===== src/design/rfft_pkg.sv =====
// Shared types, constants, twiddle tables and helpers for the radix-2 frame FFT.
package rfft_pkg;

   localparam int ADDR_W      = 6;
   localparam int CNT_W       = 7;
   localparam int LOG2_W      = 3;
   localparam int TW_W        = 17;
   localparam int CSR_IDX_W   = 1;
   localparam int CSR_DATA_W  = 3;
   localparam int QUEUE_DEPTH = 4;
   localparam int TW_DEPTH    = 32;

   localparam logic [CSR_IDX_W-1:0] CSR_LOG2_POINTS = 1'b0;
   localparam logic [CSR_IDX_W-1:0] CSR_PAD_ENABLE  = 1'b1;

   localparam logic [LOG2_W-1:0] LOG2_RESET = 3'd6;
   localparam logic              PAD_RESET  = 1'b1;

   // Command handed from the front end to the back end, one per accepted word.
   typedef struct packed {
      logic              store;
      logic              last;
      logic              reject;
      logic              pad;
      logic [LOG2_W-1:0] log2n;
      logic [ADDR_W-1:0] addr;
      logic [CNT_W-1:0]  pad_from;
   } cmd_type;

   typedef enum logic [2:0] {
      B_IDLE,
      B_PAD,
      B_FFT,
      B_DRAIN,
      B_EMIT,
      B_ERROR
   } back_state_type;

   // Q2.15 cosine and sine of 2*pi*k/64, with +1.0 held as 32767.
   localparam logic signed [TW_W-1:0] TW_COS [TW_DEPTH] = '{
      17'sd32767, 17'sd32610, 17'sd32138, 17'sd31357, 17'sd30274, 17'sd28899,
      17'sd27246, 17'sd25330, 17'sd23170, 17'sd20788, 17'sd18205, 17'sd15447,
      17'sd12540, 17'sd9512, 17'sd6393, 17'sd3212, 17'sd0, -17'sd3212,
      -17'sd6393, -17'sd9512, -17'sd12540, -17'sd15447, -17'sd18205, -17'sd20788,
      -17'sd23170, -17'sd25330, -17'sd27246, -17'sd28899, -17'sd30274, -17'sd31357,
      -17'sd32138, -17'sd32610
   };

   localparam logic signed [TW_W-1:0] TW_SIN [TW_DEPTH] = '{
      17'sd0, 17'sd3212, 17'sd6393, 17'sd9512, 17'sd12540, 17'sd15447,
      17'sd18205, 17'sd20788, 17'sd23170, 17'sd25330, 17'sd27246, 17'sd28899,
      17'sd30274, 17'sd31357, 17'sd32138, 17'sd32610, 17'sd32767, 17'sd32610,
      17'sd32138, 17'sd31357, 17'sd30274, 17'sd28899, 17'sd27246, 17'sd25330,
      17'sd23170, 17'sd20788, 17'sd18205, 17'sd15447, 17'sd12540, 17'sd9512,
      17'sd6393, 17'sd3212
   };

   // Reverses the low l bits of x; bits at and above l come out as zero.
   function automatic logic [ADDR_W-1:0] bit_rev(input logic [ADDR_W-1:0] x,
                                                 input logic [LOG2_W-1:0] l);
      logic [ADDR_W-1:0] y;
      y = '0;
      for (int i = 0; i < ADDR_W; i++) begin
         if (i < int'(l)) begin
            y[int'(l) - 1 - i] = x[i];
         end
      end
      return y;
   endfunction

endpackage


===== src/design/rfft_queue.sv =====
// Short command queue that decouples the front end from the back end.
module rfft_queue #(
   parameter int WIDTH = 52
) (
   input  logic             clock,
   input  logic             reset,
   input  logic             push_valid,
   output logic             push_ready,
   input  logic [WIDTH-1:0] push_data,
   output logic             pop_valid,
   input  logic             pop_ready,
   output logic [WIDTH-1:0] pop_data
);
   import rfft_pkg::*;

   localparam int PW = $clog2(QUEUE_DEPTH);

   logic [WIDTH-1:0] slot_ff [QUEUE_DEPTH];
   logic [PW-1:0]    wr_ptr_ff;
   logic [PW-1:0]    rd_ptr_ff;
   logic [PW:0]      fill_ff;
   logic             do_push;
   logic             do_pop;

   assign push_ready = fill_ff != (PW + 1)'(QUEUE_DEPTH);
   assign pop_valid  = fill_ff != '0;
   assign pop_data   = slot_ff[rd_ptr_ff];
   assign do_push    = push_valid && push_ready;
   assign do_pop     = pop_valid && pop_ready;

   always_ff @(posedge clock) begin
      if (do_push) begin
         slot_ff[wr_ptr_ff] <= push_data;
      end
   end

   always_ff @(posedge clock) begin
      if (reset) begin
         wr_ptr_ff <= '0;
         rd_ptr_ff <= '0;
         fill_ff   <= '0;
      end else begin
         if (do_push) begin
            wr_ptr_ff <= wr_ptr_ff + PW'(1);
         end
         if (do_pop) begin
            rd_ptr_ff <= rd_ptr_ff + PW'(1);
         end
         fill_ff <= fill_ff + (PW + 1)'(do_push) - (PW + 1)'(do_pop);
      end
   end

endmodule


===== config.mk =====
export PLATFORM = sky130hd
export DESIGN_NAME = rfft_queue
export DESIGN_NICKNAME = d
export VERILOG_FILES = /design/src/design/rfft_pkg.sv /design/src/design/rfft_queue.sv
export SDC_FILE = /design/constraint.sdc
export NUM_CORES = 1
export LEC_CHECK = 0
export ABC_AREA = 1
export BUFFER_PORTS_ARGS = -buffer_cell sky130_fd_sc_hd__buf_2
export CAP_MARGIN = 15
export CELL_PAD_IN_SITES_DETAIL_PLACEMENT = 1
export CELL_PAD_IN_SITES_GLOBAL_PLACEMENT = 1
export CORE_MARGIN = 2
export CORE_UTILIZATION = 40
export DETAILED_ROUTE_END_ITERATION = 8
export PLACE_DENSITY_LB_ADDON = 0.2
export SLEW_MARGIN = 10
export SYNTH_ARGS = -nofsm -noshare
export SYNTH_HDL_FRONTEND = slang
export SYNTH_SLANG_ARGS = --single-unit
export TNS_END_PERCENT = 100

===== constraint.sdc =====
create_clock -name clock -period 6.1 [get_ports clock]
set_clock_uncertainty 0.2 [all_clocks]
set_input_delay 1.22 -clock clock [delete_from_list [all_inputs] [get_ports clock]]
set_output_delay 1.22 -clock clock [all_outputs]
set_load 0.005 [all_outputs]

# Word level (Yosys, flattened, before mapping)
# Memories as Yosys holds them, arrays and structs flattened. A register that Yosys moved wholly into a read port is not among the register bits.
# Index checks and enable logic that the tools add are counted.
# classes
reduce_logical	3
n_addsub	4
n_eq_ne	1
n_mux	4
# op_table
op	n
$add 2x1->2 const B	2
$mux 2	2
$add 3x1->3	1
$ne 3x3->1 const B	1
$reduce_bool 3->1	1
$sub 3x1->3	1
$logic_and 1x1->1	2
$mux 1	2
# totals
mem_bits_rw	208
register_bits	7
elab_cells	16
mem_count	1
out_inout_bits	54
# memory_table
name	words	word_bits	read_ports	rd_ports_with_merged_regs	write_ports	line	source
slot_ff	4	52	1	1	1	rfft_queue.sv:18	logic [WIDTH-1:0] slot_ff [QUEUE_DEPTH];

# Depth between registers and ports, before layout
# depth
word_depth	4
depth_mapped	10
ltp_nobuf	10

# Worst setup path after synthesis
# No wires, ideal clock.
# synth_timing
kind	input to register
start	input push_valid
end	memory slot_ff[0][0] (enable)
path_buffers	0
path_slack_ns	1.917
path_stages	2
setup_time_ns	0.462
arrival_ns	3.521
cell_sequence	nand2_1 -> nor2_1
# synth_via
elab_chain_cells	3
# synth_lines
element	line	source
start: declaration	rfft_queue.sv:7	input logic push_valid,
$logic_and 1x1->1	rfft_queue.sv:28	assign do_push = push_valid && push_ready;
$mux 1	rfft_queue.sv:32	if (do_push) begin
$mux 1 (implied by the code)	rfft_queue.sv:33	slot_ff[wr_ptr_ff] <= push_data;
end: declaration	rfft_queue.sv:18	
# Every way passes these cells.

==> flow_metrics.py <==
metrics = {
    "setup_path": {
        "critical_path.cell_chain": "inv_2 -> o21ai_0 -> o22ai_2 -> buf_2",
        "crit_required_ns": 4.68,
        "r2r_start": "fill_ff[1]",
        "worst-path-max-fanout": 53,
        "path_buf_inv": 2,
        "crit_type": "reg2out",
        "cp_top_family": "flip-flops",
        "r2r_cells": 5,
        "endpoint_kind": "output port",
        "r2r_setup_slack_ns": 3.25,
        "critPathSlowestCell": "dfxtp_2",
        "cp.arrival_ns": 2.85,
        "cp-start-kind": "flip-flop",
        "max_stage_delay_ns": 1.03,
        "r2r-end": "slot_ff[0][45]",
    },
    "clock_tree": {
        "clkTransAtPathRegs_ns": 0.06,
        "htreeDepth": 1,
        "clk_latency_ns": 0.51,
        "cts.path.max_buffers": 3,
        "cts-root-buf": "clkbuf_16",
        "post_cts_buffers": 0,
        "hold_buffers": 0,
        "ctsResizeCount": 0,
        "cts_tree": "built",
        "cts_sinks": 217,
        "cts_buffers": 24,
    },
    "final_layout": {
        "syn2layout_area_growth_pct": 18.04,
        "nFillCells": 2178,
        "multi_input_area_um2": 2038,
        "register_area_um2": 6431,
        "fin_area_um2": 10310,
        "final_cells": 977,
        "drive_gt1_share_pct": 34.20,
        "fin_nets": 741,
    },
    "sta": {
        "min_period_over_period_pct": 70.01,
        "layout_min_cycle_time_ns": 4.271,
        "fmax_mhz": 234.2,
        "grt_setup_unrepaired": "false",
        "drv_slew": 0,
        "worst_pin_slew_ns": 1.065,
        "max_slew_margin_pct": 28.97,
        "tns_ns": 0,
        "finalHoldViolations": 0,
        "setup_ws_ns": 1.829,
        "setup_viol_count_final": 0,
        "hold_ws_ns": 0.3097,
    },
    "synth": {
        "synth.mux.area_fraction_pct": 0,
        "synth_nets": 630,
        "async_flop_share_pct": 0,
        "synth_edf_count": 208,
        "synth_seq_cells": 217,
        "synth-xor-area-share_pct": 0,
        "synth_area_um2": 8733,
        "synth.avg_cell_area_um2": 15.40,
        "ys_seq_area_share_pct": 73.58,
        "netlist.top_cell.by_area": "edfxtp_1",
        "synth_largest_type_area_fraction_pct": 71.52,
        "synthSimpleGateAreaFrac_pct": 9.040,
        "synth.area.top_cells": "edfxtp_1, o22ai_2, o21ai_0",
        "synth_most_common_cell": "edfxtp_1",
        "synth_warnings": 0,
        "synth_top_family_by_area": "compound AO/OA/AOI/OAI gates",
        "yosys_most_used_dff": "edfxtp_1",
        "ys_types": 22,
        "synthCells": 567,
        "yosys.area_share.adder_pct": 1.089,
        "synth-compound-area-share_pct": 12.87,
        "synthTopCellsByCount": "edfxtp_1, o21ai_0, nor2_1, nor2_4, o22ai_2",
    },
    "outcome": {
        "outcome": "completed",
    },
    "route": {
        "route.vias.total": 4980,
        "wl_per_cell_um": 19.74,
        "route.detailed.drc": 0,
        "drt-initial-drc-count": 290,
        "firstDrtPassIters": 4,
        "routed_wirelength_um": 19280,
        "vias_per_cell": 5.097,
        "postRouteAntennaNets": 0,
    },
    "placement": {
        "pre_cts_ws_ns": 2.230,
        "gp_congestion": 0.7038,
        "io_buffers": 109,
        "post-dp-hpwl_um": 11390,
        "placed_cells": 931,
        "place_area_um2": 9503,
    },
    "pwr": {
        "power.density_nw_per_um2": 413.7,
        "power.leakage_nw": 3.534,
        "ir_drop_mv": 0.1844,
    },
    "min_path": {
        "hold_path.class": "reg2reg",
        "whs_endpoint": "rd_ptr_ff[0]",
        "hold_start": "rd_ptr_ff[0]",
        "whs_path_depth": 2,
    },
    "die": {
        "die_y_um": 151.8,
        "num_io_pins": 110,
        "start_util_pct": 40.39,
        "die-width_um": 151.8,
        "rows": 54,
        "dieArea_um2": 23030,
        "fp.coreArea_um2": 21620,
    },
    "global_route": {
        "grt_pass1_vias": 5477,
        "grt_pass1_wl_um": 29370,
        "grtUsageTotal_pct": 16.75,
        "grt_overflow": 0,
        "antenna_found_initial": 3,
        "grt_max_degree": 105,
    },
    "job": {
        "max_cap_viol_count": 0,
    },
}
[cell type report]
cell class,count,area share [%]
clock inverters,9,0.9953
flip-flops and latches,217,62.39
clock buffers,35,6.530
multi-input cells,302,19.77
well taps,280,3.398
diodes,1,0.02427
repair buffers,117,6.263
inverters,16,0.6311
[metrics by stage]
step           utilization [%]  power, mW
2_1_floorplan                -      2.552
3_3_place_gp             43.83      2.861
3_5_place_dp             43.95      2.909
4_1_cts                  47.54      4.326
5_1_grt                  47.67      4.486
6_report                 47.68      4.265
[per-layer routing]
metal	track usage [%]	vias to the layer above	wire, um
met5	0	-	10
li1	-	2337	-
met2	29.86	92	9893
met1	20.14	2518	7879
met3	4.311	31	1124
met4	4.537	2	374
[where the power goes]
part / switching (mW) / internal, mW / total [mW]
logic: 0.620 / 0.345 / 0.966
registers: 0.0652 / 1.82 / 1.88
clock network: 0.564 / 0.851 / 1.42
[sequential cells by signal, indices dropped and copies added (netlist names), named ones only]
signal / count
wr_ptr_ff: 2
rd_ptr_ff: 2
slot_ff: 208
fill_ff: 3
[worst register-to-register path, stage by stage (launching register included)]
cell	delay [ns]
dfxtp_1	0.40
nor2_1	0.10
nand2_1	0.17
nand2_1	0.28
nor2_4	0.83
buf_4	0.51
[worst max-delay path by stage]
stage / endpoint / depth (start not counted)
2_1_floorplan: slot_ff[0][0] / 2
3_3_place_gp: pop_data[14] / 4
3_5_place_dp: pop_data[12] / 4
4_1_cts: pop_data[12] / 4
5_1_grt: pop_data[14] / 4
6_report: pop_data[12] / 4
[kinds of logic after synthesis]
| logic type | Yosys count |
|---|---|
| buffers and inverters | 48 |
| AND/OR/NAND/NOR | 132 |
| adder cells (fa/ha/maj) | 7 |
| flip-flops | 217 |
| AO/OA/AOI/OAI | 163 |
[cells in the final DEF, fill, tap and decap left out, types with 3 or more instances in the layout]
master	Yosys	layout
edfxtp_1	208	208
buf_2	9	109
o21ai_0	91	91
nor2_1	77	73
nor2_4	38	42
o22ai_2	38	38
clkbuf_16	0	25
inv_1	14	14
o21ai_1	14	14
o22ai_1	14	14
nand2_1	12	12
clkbuf_1	14	9
dfxtp_1	9	7
ha_1	6	6
buf_4	1	6
clkinv_2	0	5
a21oi_1	4	4
nand3_1	3	3
No activity file was read; power rests on OpenSTA's default activity.
