$ cat config.mk
export PLATFORM = sky130hd
export DESIGN_NAME = rfft_front
export DESIGN_NICKNAME = d
export VERILOG_FILES = /design/src/design/rfft_pkg.sv /design/src/design/rfft_front.sv
export SDC_FILE = /design/constraint.sdc
export NUM_CORES = 1
export LEC_CHECK = 0
export BUFFER_PORTS_ARGS = -buffer_cell sky130_fd_sc_hd__buf_2
export CORE_AREA = 3 3 64 66
export DETAILED_ROUTE_END_ITERATION = 10
export DIE_AREA = 0 0 67 69
export GPL_TIMING_DRIVEN = 0
export PLACE_DENSITY = 0.75
export SLEW_MARGIN = 20
export SYNTH_ARGS = -nofsm -noshare
export SYNTH_HDL_FRONTEND = slang
export SYNTH_SLANG_ARGS = --single-unit
export TNS_END_PERCENT = 20
$ cat constraint.sdc
create_clock -name clock -period 8.2 [get_ports clock]
set_input_delay 0.82 -clock clock [delete_from_list [all_inputs] [get_ports clock]]
set_output_delay 0.82 -clock clock [all_outputs]
set_load 0.01 [all_outputs]
$ cat src/design/rfft_pkg.sv
// Shared types, constants, twiddle tables and helpers for the radix-2 frame FFT.
package rfft_pkg;

   localparam int ADDR_W      = 6;
   localparam int CNT_W       = 7;
   localparam int LOG2_W      = 3;
   localparam int TW_W        = 17;
   localparam int CSR_IDX_W   = 1;
   localparam int CSR_DATA_W  = 3;
   localparam int QUEUE_DEPTH = 4;
   localparam int TW_DEPTH    = 32;

   localparam logic [CSR_IDX_W-1:0] CSR_LOG2_POINTS = 1'b0;
   localparam logic [CSR_IDX_W-1:0] CSR_PAD_ENABLE  = 1'b1;

   localparam logic [LOG2_W-1:0] LOG2_RESET = 3'd6;
   localparam logic              PAD_RESET  = 1'b1;

   // Command handed from the front end to the back end, one per accepted word.
   typedef struct packed {
      logic              store;
      logic              last;
      logic              reject;
      logic              pad;
      logic [LOG2_W-1:0] log2n;
      logic [ADDR_W-1:0] addr;
      logic [CNT_W-1:0]  pad_from;
   } cmd_type;

   typedef enum logic [2:0] {
      B_IDLE,
      B_PAD,
      B_FFT,
      B_DRAIN,
      B_EMIT,
      B_ERROR
   } back_state_type;

   // Q2.15 cosine and sine of 2*pi*k/64, with +1.0 held as 32767.
   localparam logic signed [TW_W-1:0] TW_COS [TW_DEPTH] = '{
      17'sd32767, 17'sd32610, 17'sd32138, 17'sd31357, 17'sd30274, 17'sd28899,
      17'sd27246, 17'sd25330, 17'sd23170, 17'sd20788, 17'sd18205, 17'sd15447,
      17'sd12540, 17'sd9512, 17'sd6393, 17'sd3212, 17'sd0, -17'sd3212,
      -17'sd6393, -17'sd9512, -17'sd12540, -17'sd15447, -17'sd18205, -17'sd20788,
      -17'sd23170, -17'sd25330, -17'sd27246, -17'sd28899, -17'sd30274, -17'sd31357,
      -17'sd32138, -17'sd32610
   };

   localparam logic signed [TW_W-1:0] TW_SIN [TW_DEPTH] = '{
      17'sd0, 17'sd3212, 17'sd6393, 17'sd9512, 17'sd12540, 17'sd15447,
      17'sd18205, 17'sd20788, 17'sd23170, 17'sd25330, 17'sd27246, 17'sd28899,
      17'sd30274, 17'sd31357, 17'sd32138, 17'sd32610, 17'sd32767, 17'sd32610,
      17'sd32138, 17'sd31357, 17'sd30274, 17'sd28899, 17'sd27246, 17'sd25330,
      17'sd23170, 17'sd20788, 17'sd18205, 17'sd15447, 17'sd12540, 17'sd9512,
      17'sd6393, 17'sd3212
   };

   // Reverses the low l bits of x; bits at and above l come out as zero.
   function automatic logic [ADDR_W-1:0] bit_rev(input logic [ADDR_W-1:0] x,
                                                 input logic [LOG2_W-1:0] l);
      logic [ADDR_W-1:0] y;
      y = '0;
      for (int i = 0; i < ADDR_W; i++) begin
         if (i < int'(l)) begin
            y[int'(l) - 1 - i] = x[i];
         end
      end
      return y;
   endfunction

endpackage

$ cat src/design/rfft_front.sv
// Front end: configuration registers, sample counting and command classification.
module rfft_front #(
   parameter int MAX_POINTS   = 64,
   parameter int SAMPLE_WIDTH = 16
) (
   input  logic                                 clock,
   input  logic                                 reset,
   input  logic                                 csr_we,
   input  logic [rfft_pkg::CSR_IDX_W-1:0]       csr_index,
   input  logic [rfft_pkg::CSR_DATA_W-1:0]      csr_wdata,
   input  logic                                 req_tvalid,
   output logic                                 req_tready,
   input  logic signed [SAMPLE_WIDTH-1:0]       req_re,
   input  logic signed [SAMPLE_WIDTH-1:0]       req_im,
   input  logic                                 req_last,
   output logic                                 push_valid,
   input  logic                                 push_ready,
   output rfft_pkg::cmd_type                    push_cmd,
   output logic signed [SAMPLE_WIDTH-1:0]       push_re,
   output logic signed [SAMPLE_WIDTH-1:0]       push_im
);
   import rfft_pkg::*;

   localparam int LG = $clog2(MAX_POINTS);

   logic [LOG2_W-1:0] log2_ff;
   logic              pad_en_ff;
   logic [CNT_W-1:0]  count_ff;
   logic [CNT_W-1:0]  count_in;
   logic [LOG2_W-1:0] l_eff;
   logic [CNT_W-1:0]  n_pts;
   logic              store;
   logic [CNT_W-1:0]  count_next;
   logic              short_end;
   logic              accept;

   always_comb begin
      l_eff      = (log2_ff > LOG2_W'(LG)) ? LOG2_W'(LG) : log2_ff;
      n_pts      = CNT_W'(1) << l_eff;
      store      = count_ff < n_pts;
      count_next = count_ff + CNT_W'(store);
      short_end  = req_last && (count_next < n_pts);
      accept     = req_tvalid && push_ready;
      count_in   = accept ? (req_last ? '0 : count_next) : count_ff;
   end

   always_comb begin
      push_cmd.store    = store;
      push_cmd.last     = req_last;
      push_cmd.reject   = short_end && !pad_en_ff;
      push_cmd.pad      = short_end && pad_en_ff;
      push_cmd.log2n    = l_eff;
      push_cmd.addr     = bit_rev(count_ff[ADDR_W-1:0], l_eff);
      push_cmd.pad_from = count_next;
   end

   assign push_valid = req_tvalid;
   assign req_tready = push_ready;
   assign push_re    = req_re;
   assign push_im    = req_im;

   always_ff @(posedge clock) begin
      if (reset) begin
         log2_ff   <= LOG2_RESET;
         pad_en_ff <= PAD_RESET;
         count_ff  <= '0;
      end else begin
         count_ff <= count_in;
         if (csr_we) begin
            unique case (csr_index)
               CSR_LOG2_POINTS: log2_ff   <= csr_wdata;
               CSR_PAD_ENABLE:  pad_en_ff <= csr_wdata[0];
            endcase
         end
      end
   end

endmodule

* Yosys cells after proc, flatten, opt, wreduce, memory -nomap -nowiden
Index checks and enable logic that the tools add are counted.
** Storage, ports and cells
- Register bits after elaboration :: 11
- Bits in latches :: 0
- Memory bits (writable) :: 0
- Memory bits (read-only) :: 0
- Input port bits :: 42
- Output and inout bits :: 54
- Memories :: 0
** Cells by class
- Add/sub/neg operators :: 7
- Multiply operators :: 0
- Div/mod/pow operators :: 0
- Order comparisons :: 21
- Equality and inequality tests :: 0
- Shift operators :: 1
- Multiplexer cells :: 25
- Bitwise operators :: 2
- Reduce and logical (&&, ||, !) cells :: 13
** Operators by type and width (count)
- $ge A32 B1 Y1 const B :: 4
- $lt A32 B5 Y1 const B :: 4
- $mux W6 :: 6
- $bwmux W6 :: 5
- $demux W1 S3 :: 6
- $lt A7 B7 Y1 :: 2
- $logic_and A1 B1 Y1 :: 10
- $sub A4 B3 Y5 const B :: 2
- $sub A4 B4 Y5 const B :: 2
- $add A7 B1 Y7 :: 1
- $mux W7 :: 1
- $shl A1 B3 Y7 const A :: 1
- $and A6 B6 Y6 :: 1
- $lt A1 B3 Y1 const A :: 2
- $lt A2 B3 Y1 const A :: 2
- $lt A3 B3 Y1 const A :: 2
- $mux W1 :: 6
- $ge A5 B1 Y1 const B :: 1
- $lt A4 B5 Y1 const B :: 1
- $lt A5 B5 Y1 const B :: 1
- $sub A4 B2 Y5 const B :: 1
- $ge A4 B1 Y1 const B :: 1
- $reduce_and A2 Y1 :: 2
- $sub A3 B1 Y4 const B :: 1
- other kinds (4) :: 4

* Logic depth before layout (Yosys ltp)
Gate-level depths: netlist (run 1).
- Depth in word-level cells :: 19
- Gate-level depth with buffers :: 17
- Gate-level depth less buffers :: 15

* Least setup slack after synthesis (run 1)
OpenSTA, ideal clock, no wires.
- Path kind :: register to output
- Start :: register log2_ff[1]
- End :: output port push_cmd[17] (netlist bit)
- Arrival time :: 3.568 ns
- Data required time :: 7.380 ns
- Setup slack :: 3.812 ns
- Cell stages (with the launch flop) :: 17
- Buffers on the path :: 2
- Cells stage by stage :: dfxtp_1 clkbuf_1 buf_2 or3b_2 ha_1 nand2_1 o211ai_1 nand3_1 ha_1 ha_1 nand3_4 nor2_1 xor2_1 ha_1 nand2_1 nand3_1 o41ai_1
** RTL lines
- from (decl) :: line rfft_front.sv:26 : logic [LOG2_W-1:0] log2_ff;
- from (signal assigned) :: line rfft_front.sv:71 : CSR_LOG2_POINTS: log2_ff <= csr_wdata;
- to (decl) :: line rfft_front.sv:18 : output rfft_pkg::cmd_type push_cmd,

==> results.yml, run 1 <==
sta:
  slew_headroom_pct: 68.71
  fmax_mhz: 199.8
  finalCritPeriodShare_pct: 61.02
  setup_tns_ps: 0
  skew_ps: 5.009
  final.min_clock_period_ps: 5004
  rsz0062_at_grt: "no"
  hold_viol: 0
  whs_ps: 552.8
  worst_pin_slew_ps: 469.3
  setup_viol: 0
  finalMaxSlewViolations: 0
grt:
  grt_use_met1_pct: 18.67
  globalRoute.busiestLayer: "met2"
  grt_max_degree: 11
  grt_pass1_vias: 1340
  use_met3_pct: 3.583
  met2_usage_pct: 26.53
  overflow: 0
  grt_usage_pct: 15.75
  grt_pass1_wl_microns: 5706
  antenna_found_initial: 0
clocking:
  cts_buffers: 3
  clockBufferDepth: 2
  hold_buffers: 0
  clock-root-buffer: "clkbuf_8"
  h-tree-depth: 1
  clock_latency_ps: 250
  cts_tree: "yes"
  clkTransAtPathRegs_ps: 50
  postCtsSetupRepairBufs: 0
  cts_num_sinks: 11
  post_cts_resized: 0
die:
  initial_utilization_pct: 38.60
  fp.dieW_microns: 67
  ios: 96
  rows: 22
  chipHeight_microns: 69
  coreArea_sq_mm: 0.003633
  dieArea_sq_mm: 0.004623
power_and_ir_drop:
  power_density_mw_per_mm2: 97.63
  p_leak_nw: 0.9149
  vdd_drop_max_v: 0.00006513
  total_power_mw: 0.1780
final_layout:
  postLayoutCellArea_sq_mm: 0.001823
  n_antenna_cell: 0
  syn_to_final_growth_pct: 29.97
  drive_above_1_share_pct: 46.75
  nNetsFinal: 304
placed_design:
  place_congestion: 0.8275
  dp_hpwl_microns: 2971
  portBuffers: 63
  placed_cell_area_sq_mm: 0.001778
drt:
  wl_microns: 3619
  drt_iter0_markers: 68
  firstDrtPassIters: 5
  viasPerCell: 5.000
  wl_per_cell_microns: 12.31
  vias: 1470
  post-route-drc-count: 0
  drtAntennaViolNets: 0
synthesis:
  ys_async_sr_fraction_pct: 0
  syn_area_sq_mm: 0.001403
  ys_warn_count: 0
  mappedNetlistNets: 236
  ys_seq_area_share_pct: 15.70
  synth_edf_count: 0
  syn_inst: 179
  ys_types: 42
  synth.avg_cell_area_sq_um: 7.836
  synth_seq_cells: 11
  ys.flop_type: "dfxtp_1"
setup_path:
  critPathLaunchType: "register"
  worstPathRequired_ps: 7380
  worstPathArrival_ps: 4180
  cp_max_fo: 10
  crit_path_end_kind: "primary output"
  worst-setup-path-type: "reg -> out"
min_path:
  hp-class: "reg -> reg"
run:
  drv_cap: 0
outcome:
  status: "finished clean"
[routing by layer]
metal  up-vias  share of wire (%)
li1        741                  -
met1       648                 41
met2        76                 48
met3         5                9.2
met4         0                1.6
met5         -                  0
[flip-flops by register name, summed over array words and instances (netlist names)]
name	count
count_ff	7
pad_en_ff	1
log2_ff	3
[cell type report]
cell class	count	area [sq um]
Buffer	47	325.3
Timing Repair Buffer	63	315.3
Inverter	1	3.754
Fill cell	392	1810
Sequential cell	11	220.2
Multi-Input combinational cell	120	853.3
Tap cell	48	60.06
Clock buffer	4	45.04
[cell families after synthesis]
logic type	Yosys count	synth area share, %
mux	6	4.460
simple gates	57	23.28
compound gates	37	16.59
flops	11	15.70
xor+xnor	5	3.123
fa+ha+maj	15	13.38
buf+inv	48	23.46
[cells in the final DEF (no fill, tap or decap), types with 2 or more instances in the layout]
cell,synthesis,layout
a211o_1,2,2
a21oi_1,12,12
a31oi_1,2,2
and2_1,2,2
buf_2,5,68
buf_4,36,36
clkbuf_1,5,6
clkbuf_8,0,3
dfxtp_1,11,11
ha_1,15,15
mux2_2,2,2
mux2i_1,4,4
nand2_1,13,13
nand2b_1,2,2
nand3_1,5,5
nand3b_1,4,4
nand4b_1,2,2
nor2_1,9,9
nor2b_1,6,6
nor4_1,3,3
o21ai_0,10,10
o311ai_0,2,2
or3_1,2,2
or3b_2,2,2
or4_1,2,2
xnor2_1,2,2
xor2_1,3,3
[synth_stat cells (2+ instances only)]
library cell / count / area share, %
a211o_1: 2 / 1.2
nor4_1: 3 / 1.3
nor2_1: 9 / 2.4
clkbuf_1: 5 / 1.3
buf_4: 36 / 19
and2_1: 2 / 0.89
dfxtp_1: 11 / 16
ha_1: 15 / 13
or4_1: 2 / 1.1
nand3_1: 5 / 1.8
nor2b_1: 6 / 2.7
xor2_1: 3 / 1.9
xnor2_1: 2 / 1.2
nand3b_1: 4 / 2.1
nand4b_1: 2 / 1.2
mux2_2: 2 / 1.6
nand2_1: 13 / 3.5
mux2i_1: 4 / 2.9
nand2b_1: 2 / 0.89
a31oi_1: 2 / 0.89
a21oi_1: 12 / 4.3
o21ai_0: 10 / 3.6
or3_1: 2 / 0.89
o311ai_0: 2 / 1.2
buf_2: 5 / 1.8
or3b_2: 2 / 1.2
[path summary, 6_finish.rpt]
kind / start / endpoint / slack (ps) / cells past startpoint
setup / recovery: log2_ff[2] / push_cmd[17] / 3200 / 16
setup reg to reg: log2_ff[2] / count_ff[6] / 4920 / 12
hold reg to reg: count_ff[6] / count_ff[6] / 550 / 2
hold / removal: count_ff[6] / count_ff[6] / 550 / 2
[worst max-delay path, cell delays in order (launching register included)]
cell,delay [ps]
dfxtp_1,300
clkbuf_1,270
buf_2,260
nand3b_1,170
ha_1,260
nor4_1,360
o211ai_1,140
nand3_1,160
ha_1,260
ha_1,250
nand3_4,110
xnor2_1,240
ha_1,310
a21oi_1,160
nand3_1,110
o41ai_1,360
buf_2,190
[through the flow]
step | setup slack [ps] | utilization, % | cells
after detailed placement | 3499 | 48.93 | 290
after CTS | 3178 | 50.17 | 294
after global routing | 2832 | 50.17 | 294
after global placement | 3416 | 48.93 | 290
final | 3196 | 50.17 | 294
after floorplan | 3812 | - | 179
[where the power goes]
group	leakage, nW	total, mW	switching, mW	internal, mW
clock	0.0228	0.0573	0.0230	0.0343
combinational	0.803	0.0644	0.0318	0.0326
sequential	0.0895	0.0563	0.00122	0.0550
total	0.915	0.178	0.0560	0.122
Power figures use the tool's default switching activity.
==> run 2: changes to the inputs <==
- ABC_AREA: default -> 1
- CORE_AREA: 3 3 64 66 -> 3 3 61 63
- DIE_AREA: 0 0 67 69 -> 0 0 64 66
- PLACE_DENSITY: 0.75 -> 0.78
- clock period: 8.2 -> 5.25 ns (I/O delays scaled with it)
==> run 2 against run 1 <==
Clock power increased by 5.8%. Routed wire length decreased by 15%. Synthesized cell count up 8.9%. Critical endpoint is now push_cmd[16].
==> results.yml, run 2 <==
clocking:
  cts_tree: "yes"
  cts_num_sinks: 11
  postCtsSetupRepairBufs: 0
  clock-root-buffer: "clkbuf_4"
  clkTransAtPathRegs_ps: 70
  cts_buffers: 3
  clock_latency_ps: 280
  h-tree-depth: 1
  hold_buffers: 0
  clockBufferDepth: 2
  post_cts_resized: 0
min_path:
  hp-class: "in -> reg"
final_layout:
  layout_commonest_cell: "buf_2"
  final_cell_mix: "buf_2 (66), nand2_1 (44), buf_4 (36), inv_1 (19), a21oi_1 (17)"
  postLayoutCellArea_sq_mm: 0.001675
  largest_register: "count_ff"
  fin_util_pct: 51.01
  fillCellCount: 357
  top_regs: "count_ff (7), log2_ff (3), pad_en_ff (1)"
  n_antenna_cell: 0
  drive_above_1_share_pct: 41.76
  syn_to_final_growth_pct: 30.76
  nNetsFinal: 319
  largest_reg_flops: 7
sta:
  fmax_mhz: 240.7
  setup_tns_ps: 0
  worst_pin_slew_ps: 474.0
  final.min_clock_period_ps: 4155
  setup_viol: 0
  finalMaxSlewViolations: 0
  rsz0062_at_grt: "no"
  hold_viol: 0
  slew_headroom_pct: 68.28
  fin_ws_ps: 1095
  skew_ps: 4.034
  finalCritPeriodShare_pct: 79.14
setup_path:
  critPathLaunchType: "register"
  max_stage_delay_ps: 380
  worst-setup-path-type: "reg -> out"
  critical-path-slowest-cell: "dfxtp_1"
  worstPathRequired_ps: 4720
  cp_cell_sequence: "inv_1 > nor2_1 > nand2_1 > ha_1 > a21oi_1 > o21ai_0 > a21oi_1 > ha_1 > ha_1 > nand3_1 > xor2_1 > inv_1 > ha_1 > a21oi_1 > o21a_1 > nand3_1 > nor2_1 > buf_2"
  crit_path_end_kind: "primary output"
  cp_max_fo: 5
  cpMostUsedCell: "ha_1"
  worstPathArrival_ps: 3630
power_and_ir_drop:
  p_leak_nw: 0.9583
  vdd_drop_max_v: 0.00009717
  total_power_mw: 0.2350
  power_density_mw_per_mm2: 140.3
synthesis:
  synth_mux_area_share_pct: 0
  synth_top_area_share_pct: 21.09
  syn_inst: 195
  synth_area_leaders: "buf_4 (21%), dfxtp_1 (17%), ha_1 (15%)"
  synth_edf_count: 0
  ys_seq_area_share_pct: 17.19
  ys_warn_count: 0
  mappedNetlistNets: 252
  synth_adder_area_share_pct: 14.65
  synth_seq_cells: 11
  ys_types: 22
  synth_top_cell_by_area: "buf_4"
  yosys.area_share.simple_pct: 25.10
  ys_async_sr_fraction_pct: 0
  ys_top_cells_by_count: "nand2_1 (44), buf_4 (36), inv_1 (19), a21oi_1 (17), ha_1 (15)"
  ys.flop_type: "dfxtp_1"
  syn_area_sq_mm: 0.001281
  synth_compound_area_share_pct: 11.91
  synth.avg_cell_area_sq_um: 6.570
  synth_top_family_by_area: "buffers and inverters"
  synth_most_common_cell: "nand2_1"
  synth_xor_area_share_pct: 2.051
die:
  chipHeight_microns: 66
  dieArea_sq_mm: 0.004224
  coreArea_sq_mm: 0.003284
  fp.dieW_microns: 64
  initial_utilization_pct: 39.01
  ios: 96
  rows: 21
grt:
  grt_usage_pct: 14.05
  grt_pass1_wl_microns: 4830
  grt_max_degree: 10
  overflow: 0
  antenna_found_initial: 0
  grt_pass1_vias: 1150
drt:
  wl_per_cell_microns: 10.07
  firstDrtPassIters: 4
  drtAntennaViolNets: 0
  vias: 1384
  viasPerCell: 4.508
  drt_iter0_markers: 58
  post-route-drc-count: 0
  wl_microns: 3091
placed_design:
  pre_cts_ws_ps: 1404
  portBuffers: 62
  placed_cell_area_sq_mm: 0.001649
  place_congestion: 0.8140
  dp_hpwl_microns: 2652
run:
  drv_cap: 0
outcome:
  status: "finished clean"
[run 2: layer usage]
metal	vias to the layer above	part of all wire [%]	track usage, %	wire [microns]
li1	724	-	-	-
met1	594	46	18.01	1420
met2	63	45	22.84	1383
met3	3	8.4	3.401	259
met4	0	0.91	4.852	28
met5	-	0	0	0
[run 2: through the flow]
stage	hold WS (ps)	cells
after floorplan	475.7	195
after global placement	508.5	303
after detailed placement	508.7	303
after CTS	453.6	307
after global routing	468.9	307
final	456.9	307
[run 2: layout make-up]
cell class / count / area, sq um / area share [%]
sequential: 11 / 220.2 / 13.14
inverter: 20 / 75.07 / 4.481
clock buffer: 4 / 26.28 / 1.568
tap: 46 / 57.56 / 3.435
timing repair buffer: 62 / 310.3 / 18.52
buffer: 42 / 297.8 / 17.77
multi-input combinational: 122 / 688.2 / 41.08
[run 2: report_power, final]
part / leakage, nW / internal (mW) / switching (mW) / total, mW
Combinational: 0.854 / 0.0432 / 0.0426 / 0.0858
Clock: 0.0150 / 0.0295 / 0.0311 / 0.0606
Sequential: 0.0896 / 0.0859 / 0.00278 / 0.0887
Total: 0.958 / 0.159 / 0.0764 / 0.235
[run 2: cells by family (layout without fill, tap and decap cells)]
group           after synthesis  in the layout
flops                        11             11
buf+inv                      62            128
xor+xnor                      3              3
simple gates                 77             77
compound gates               27             27
fa+ha+maj                    15             15
[run 2: path summary, 6_finish.rpt]
check               startpoint            to  depth (start not counted)  slack, ps
setup reg to reg    log2_ff[2]   count_ff[4]                         14       2520
hold / removal    csr_wdata[1]    log2_ff[1]                          3        460
hold reg to reg    count_ff[6]   count_ff[6]                          2        530
setup / recovery    log2_ff[2]  push_cmd[16]                         18       1100
[run 2: critical path, delay by kind of cell, from the launching register on]
family          cells  cell delay, ps
compound gates      5             770
xor+xnor            1             130
fa+ha+maj           4            1130
buf+inv             3             310
flops               1             380
simple gates        5             620
==> run 3: changes to the inputs <==
- ABC_AREA: 1 -> 0
- CORE_AREA: 3 3 61 63 -> 3 3 64 66
- DIE_AREA: 0 0 64 66 -> 0 0 67 69
- PLACE_DENSITY: 0.78 -> 0.75
- clock period: 5.25 -> 4 ns (I/O delays scaled with it)
==> run 3 against run 2 <==
Clock power increased by 93%. Global-route usage increased by 2.3 points. Non-clock buffer count increased by 17. Power increased by 62%. Clock skew decreased by 2.3 ps. Combinational power increased by 70%. Clock-buffer cell count unchanged. Hold slack got worse by 100 ps. Die area increased by 9.4%. Core utilization increased by 5.7 points. First-iteration DRC count increased by 72%. Critical endpoint is now push_cmd[17].
==> results.yml, run 3 (synthesis gave the netlist of run 1 again) <==
outcome:
  status: "finished clean"
drt:
  drtAntennaViolNets: 0
  post-route-drc-count: 0
  firstDrtPassIters: 4
  drt_iter0_markers: 100
  wl_per_cell_microns: 13.20
  wl_microns: 4027
  vias: 1535
  viasPerCell: 5.033
final_layout:
  fin_util_pct: 56.75
  n_antenna_cell: 0
  layout_commonest_cell: "buf_2"
  nNetsFinal: 315
  syn_to_final_growth_pct: 47.01
  largest_register: "count_ff"
  largest_reg_flops: 7
  final_cell_mix: "buf_2 (64), buf_4 (48), nand2_1 (13), a21oi_1 (11)"
  top_regs: "count_ff (7), log2_ff (3), pad_en_ff (1)"
  drive_above_1_share_pct: 56.42
  postLayoutCellArea_sq_mm: 0.002062
clocking:
  h-tree-depth: 1
  clkTransAtPathRegs_ps: 50
  clock_latency_ps: 250
  clockBufferDepth: 2
  clock-root-buffer: "clkbuf_8"
  hold_buffers: 0
  cts_tree: "yes"
  cts_num_sinks: 11
  cts_buffers: 3
sta:
  fmax_mhz: 259.9
  finalCritPeriodShare_pct: 96.18
  skew_ps: 1.775
  hold_viol: 0
  worst_pin_slew_ps: 466.9
  whs_ps: 352.2
  setup_viol: 0
  setup_tns_ps: 0
  final.min_clock_period_ps: 3847
  slew_headroom_pct: 68.87
  finalMaxSlewViolations: 0
die:
  dieArea_sq_mm: 0.004623
  chipHeight_microns: 69
  initial_utilization_pct: 38.60
  coreArea_sq_mm: 0.003633
  fp.dieW_microns: 67
  ios: 96
  rows: 22
grt:
  grt_pass1_vias: 1375
  overflow: 0
  grt_usage_pct: 16.30
  antenna_found_initial: 0
  grt_max_degree: 17
  grt_pass1_wl_microns: 5906
setup_path:
  critical-path-slowest-cell: "dfxtp_4"
  worst-setup-path-type: "reg -> out"
  rr_worst_depth: 12
  critPathLaunchType: "register"
  max_stage_delay_ps: 390
  cp_max_fo: 10
  worstPathRequired_ps: 3600
  cp_cell_sequence: "buf_6 > nand3b_1 > ha_4 > nor4_4 > o211ai_1 > nand3_2 > ha_4 > ha_4 > nand3_4 > xnor2_2 > ha_4 > a21oi_2 > nand3_2 > o41ai_2 > buf_2"
  r2r_end: "count_ff[6]"
  rrSetupSlack_ps: 1190
  critPathCapture: "push_cmd[17]"
  worstPathArrival_ps: 3450
  r2r-start: "log2_ff[2]"
  crit_start: "log2_ff[2]"
  cpMostUsedCell: "ha_4"
  crit_path_end_kind: "primary output"
power_and_ir_drop:
  p_comb_share_pct: 38.3
  clkPwrFrac_pct: 30.7
  power_density_mw_per_mm2: 185.0
  seqPwrFrac_pct: 31.0
  vdd_drop_max_v: 0.0001841
  switching_power_mw: 0.1203
  p_int_mw: 0.2612
  p_leak_nw: 1.006
  switching_share_pct: 31.53
min_path:
  hp-class: "in -> reg"
placed_design:
  portBuffers: 63
  placed_cell_area_sq_mm: 0.001778
  dp_hpwl_microns: 2971
  place_congestion: 0.8275
run:
  drv_cap: 0
run 3: changes by cell type in the layout (fill, tap and decap cells not counted), sizes merged, moves of 5 or more:
cell,previous run,this run
buf,102,117
nor2,14,9
nor2b,0,6
nand2,46,13
nand3,14,7
inv,20,1
o21ai,3,10
a21oi,17,12
run 3: how the worst min path moves through the flow:
| stage | end | slack [ps] | start | cells past startpoint |
|---|---|---|---|---|
| after floorplan | count_ff[0] | 500 | count_ff[0] | 2 |
| after global placement | count_ff[6] | 540 | count_ff[6] | 2 |
| after detailed placement | count_ff[6] | 540 | count_ff[6] | 2 |
| after CTS | log2_ff[1] | 350 | csr_wdata[1] | 2 |
| after global routing | log2_ff[1] | 360 | csr_wdata[1] | 2 |
| final | log2_ff[1] | 350 | csr_wdata[1] | 2 |
run 3: what timing repair did:
item                                    CTS  global route
endpoints found under the setup margin    2             2
pin swaps                                 6            12
resized for setup                        18            15
buffers inserted                          4            10
gates cloned                              0             0
run 3: layout make-up:
type                    count  area, sq um
fillers                   360         1572
multi-input cells         120        972.2
repair buffers             77        421.7
plain buffers              44        331.6
flip-flops and latches     11        227.7
well taps                  48        60.06
clock buffers               4        45.04
inverters                   1        3.754
run 3: power by group through the flow:
stage / Sequential, mW / Combinational, mW / Clock, mW
CTS: 0.118 / 0.138 / 0.121
finish: 0.118 / 0.146 / 0.117
floorplan: 0.117 / 0.0884 / 0
global placement: 0.117 / 0.131 / 0
detailed placement: 0.117 / 0.133 / 0
global route: 0.119 / 0.161 / 0.125
run 3: worst max-delay path, delay by kind of cell (launching register included):
family                   cells  cell delay (ps)
AO/OA/AOI/OAI                3              600
XOR/XNOR                     1              260
AND/OR/NAND/NOR              5              820
buffers and inverters        2              320
adder cells (fa/ha/maj)      4              810
flip-flops                   1              390
run 3: stage by stage:
stage	total power, mW	std cells	setup WS [ps]
global placement	0.2482	290	-363.6
global route	0.4050	305	-100.9
detailed placement	0.2501	290	-281.3
finish	0.3816	305	152.7
CTS	0.3765	295	5.481
floorplan	0.2052	179	32.29
run 3: metal layers:
layer  GRT usage [%]  share of wire [%]  vias to the layer above  routed length (microns)
met1           19.17                 40                      699                     1592
met2           27.84                 51                       70                     2044
met4           7.883                2.2                        0                       87
li1                -                  -                      760                        -
met3           2.606                7.5                        6                      303
met5               0                  0                        -                        0
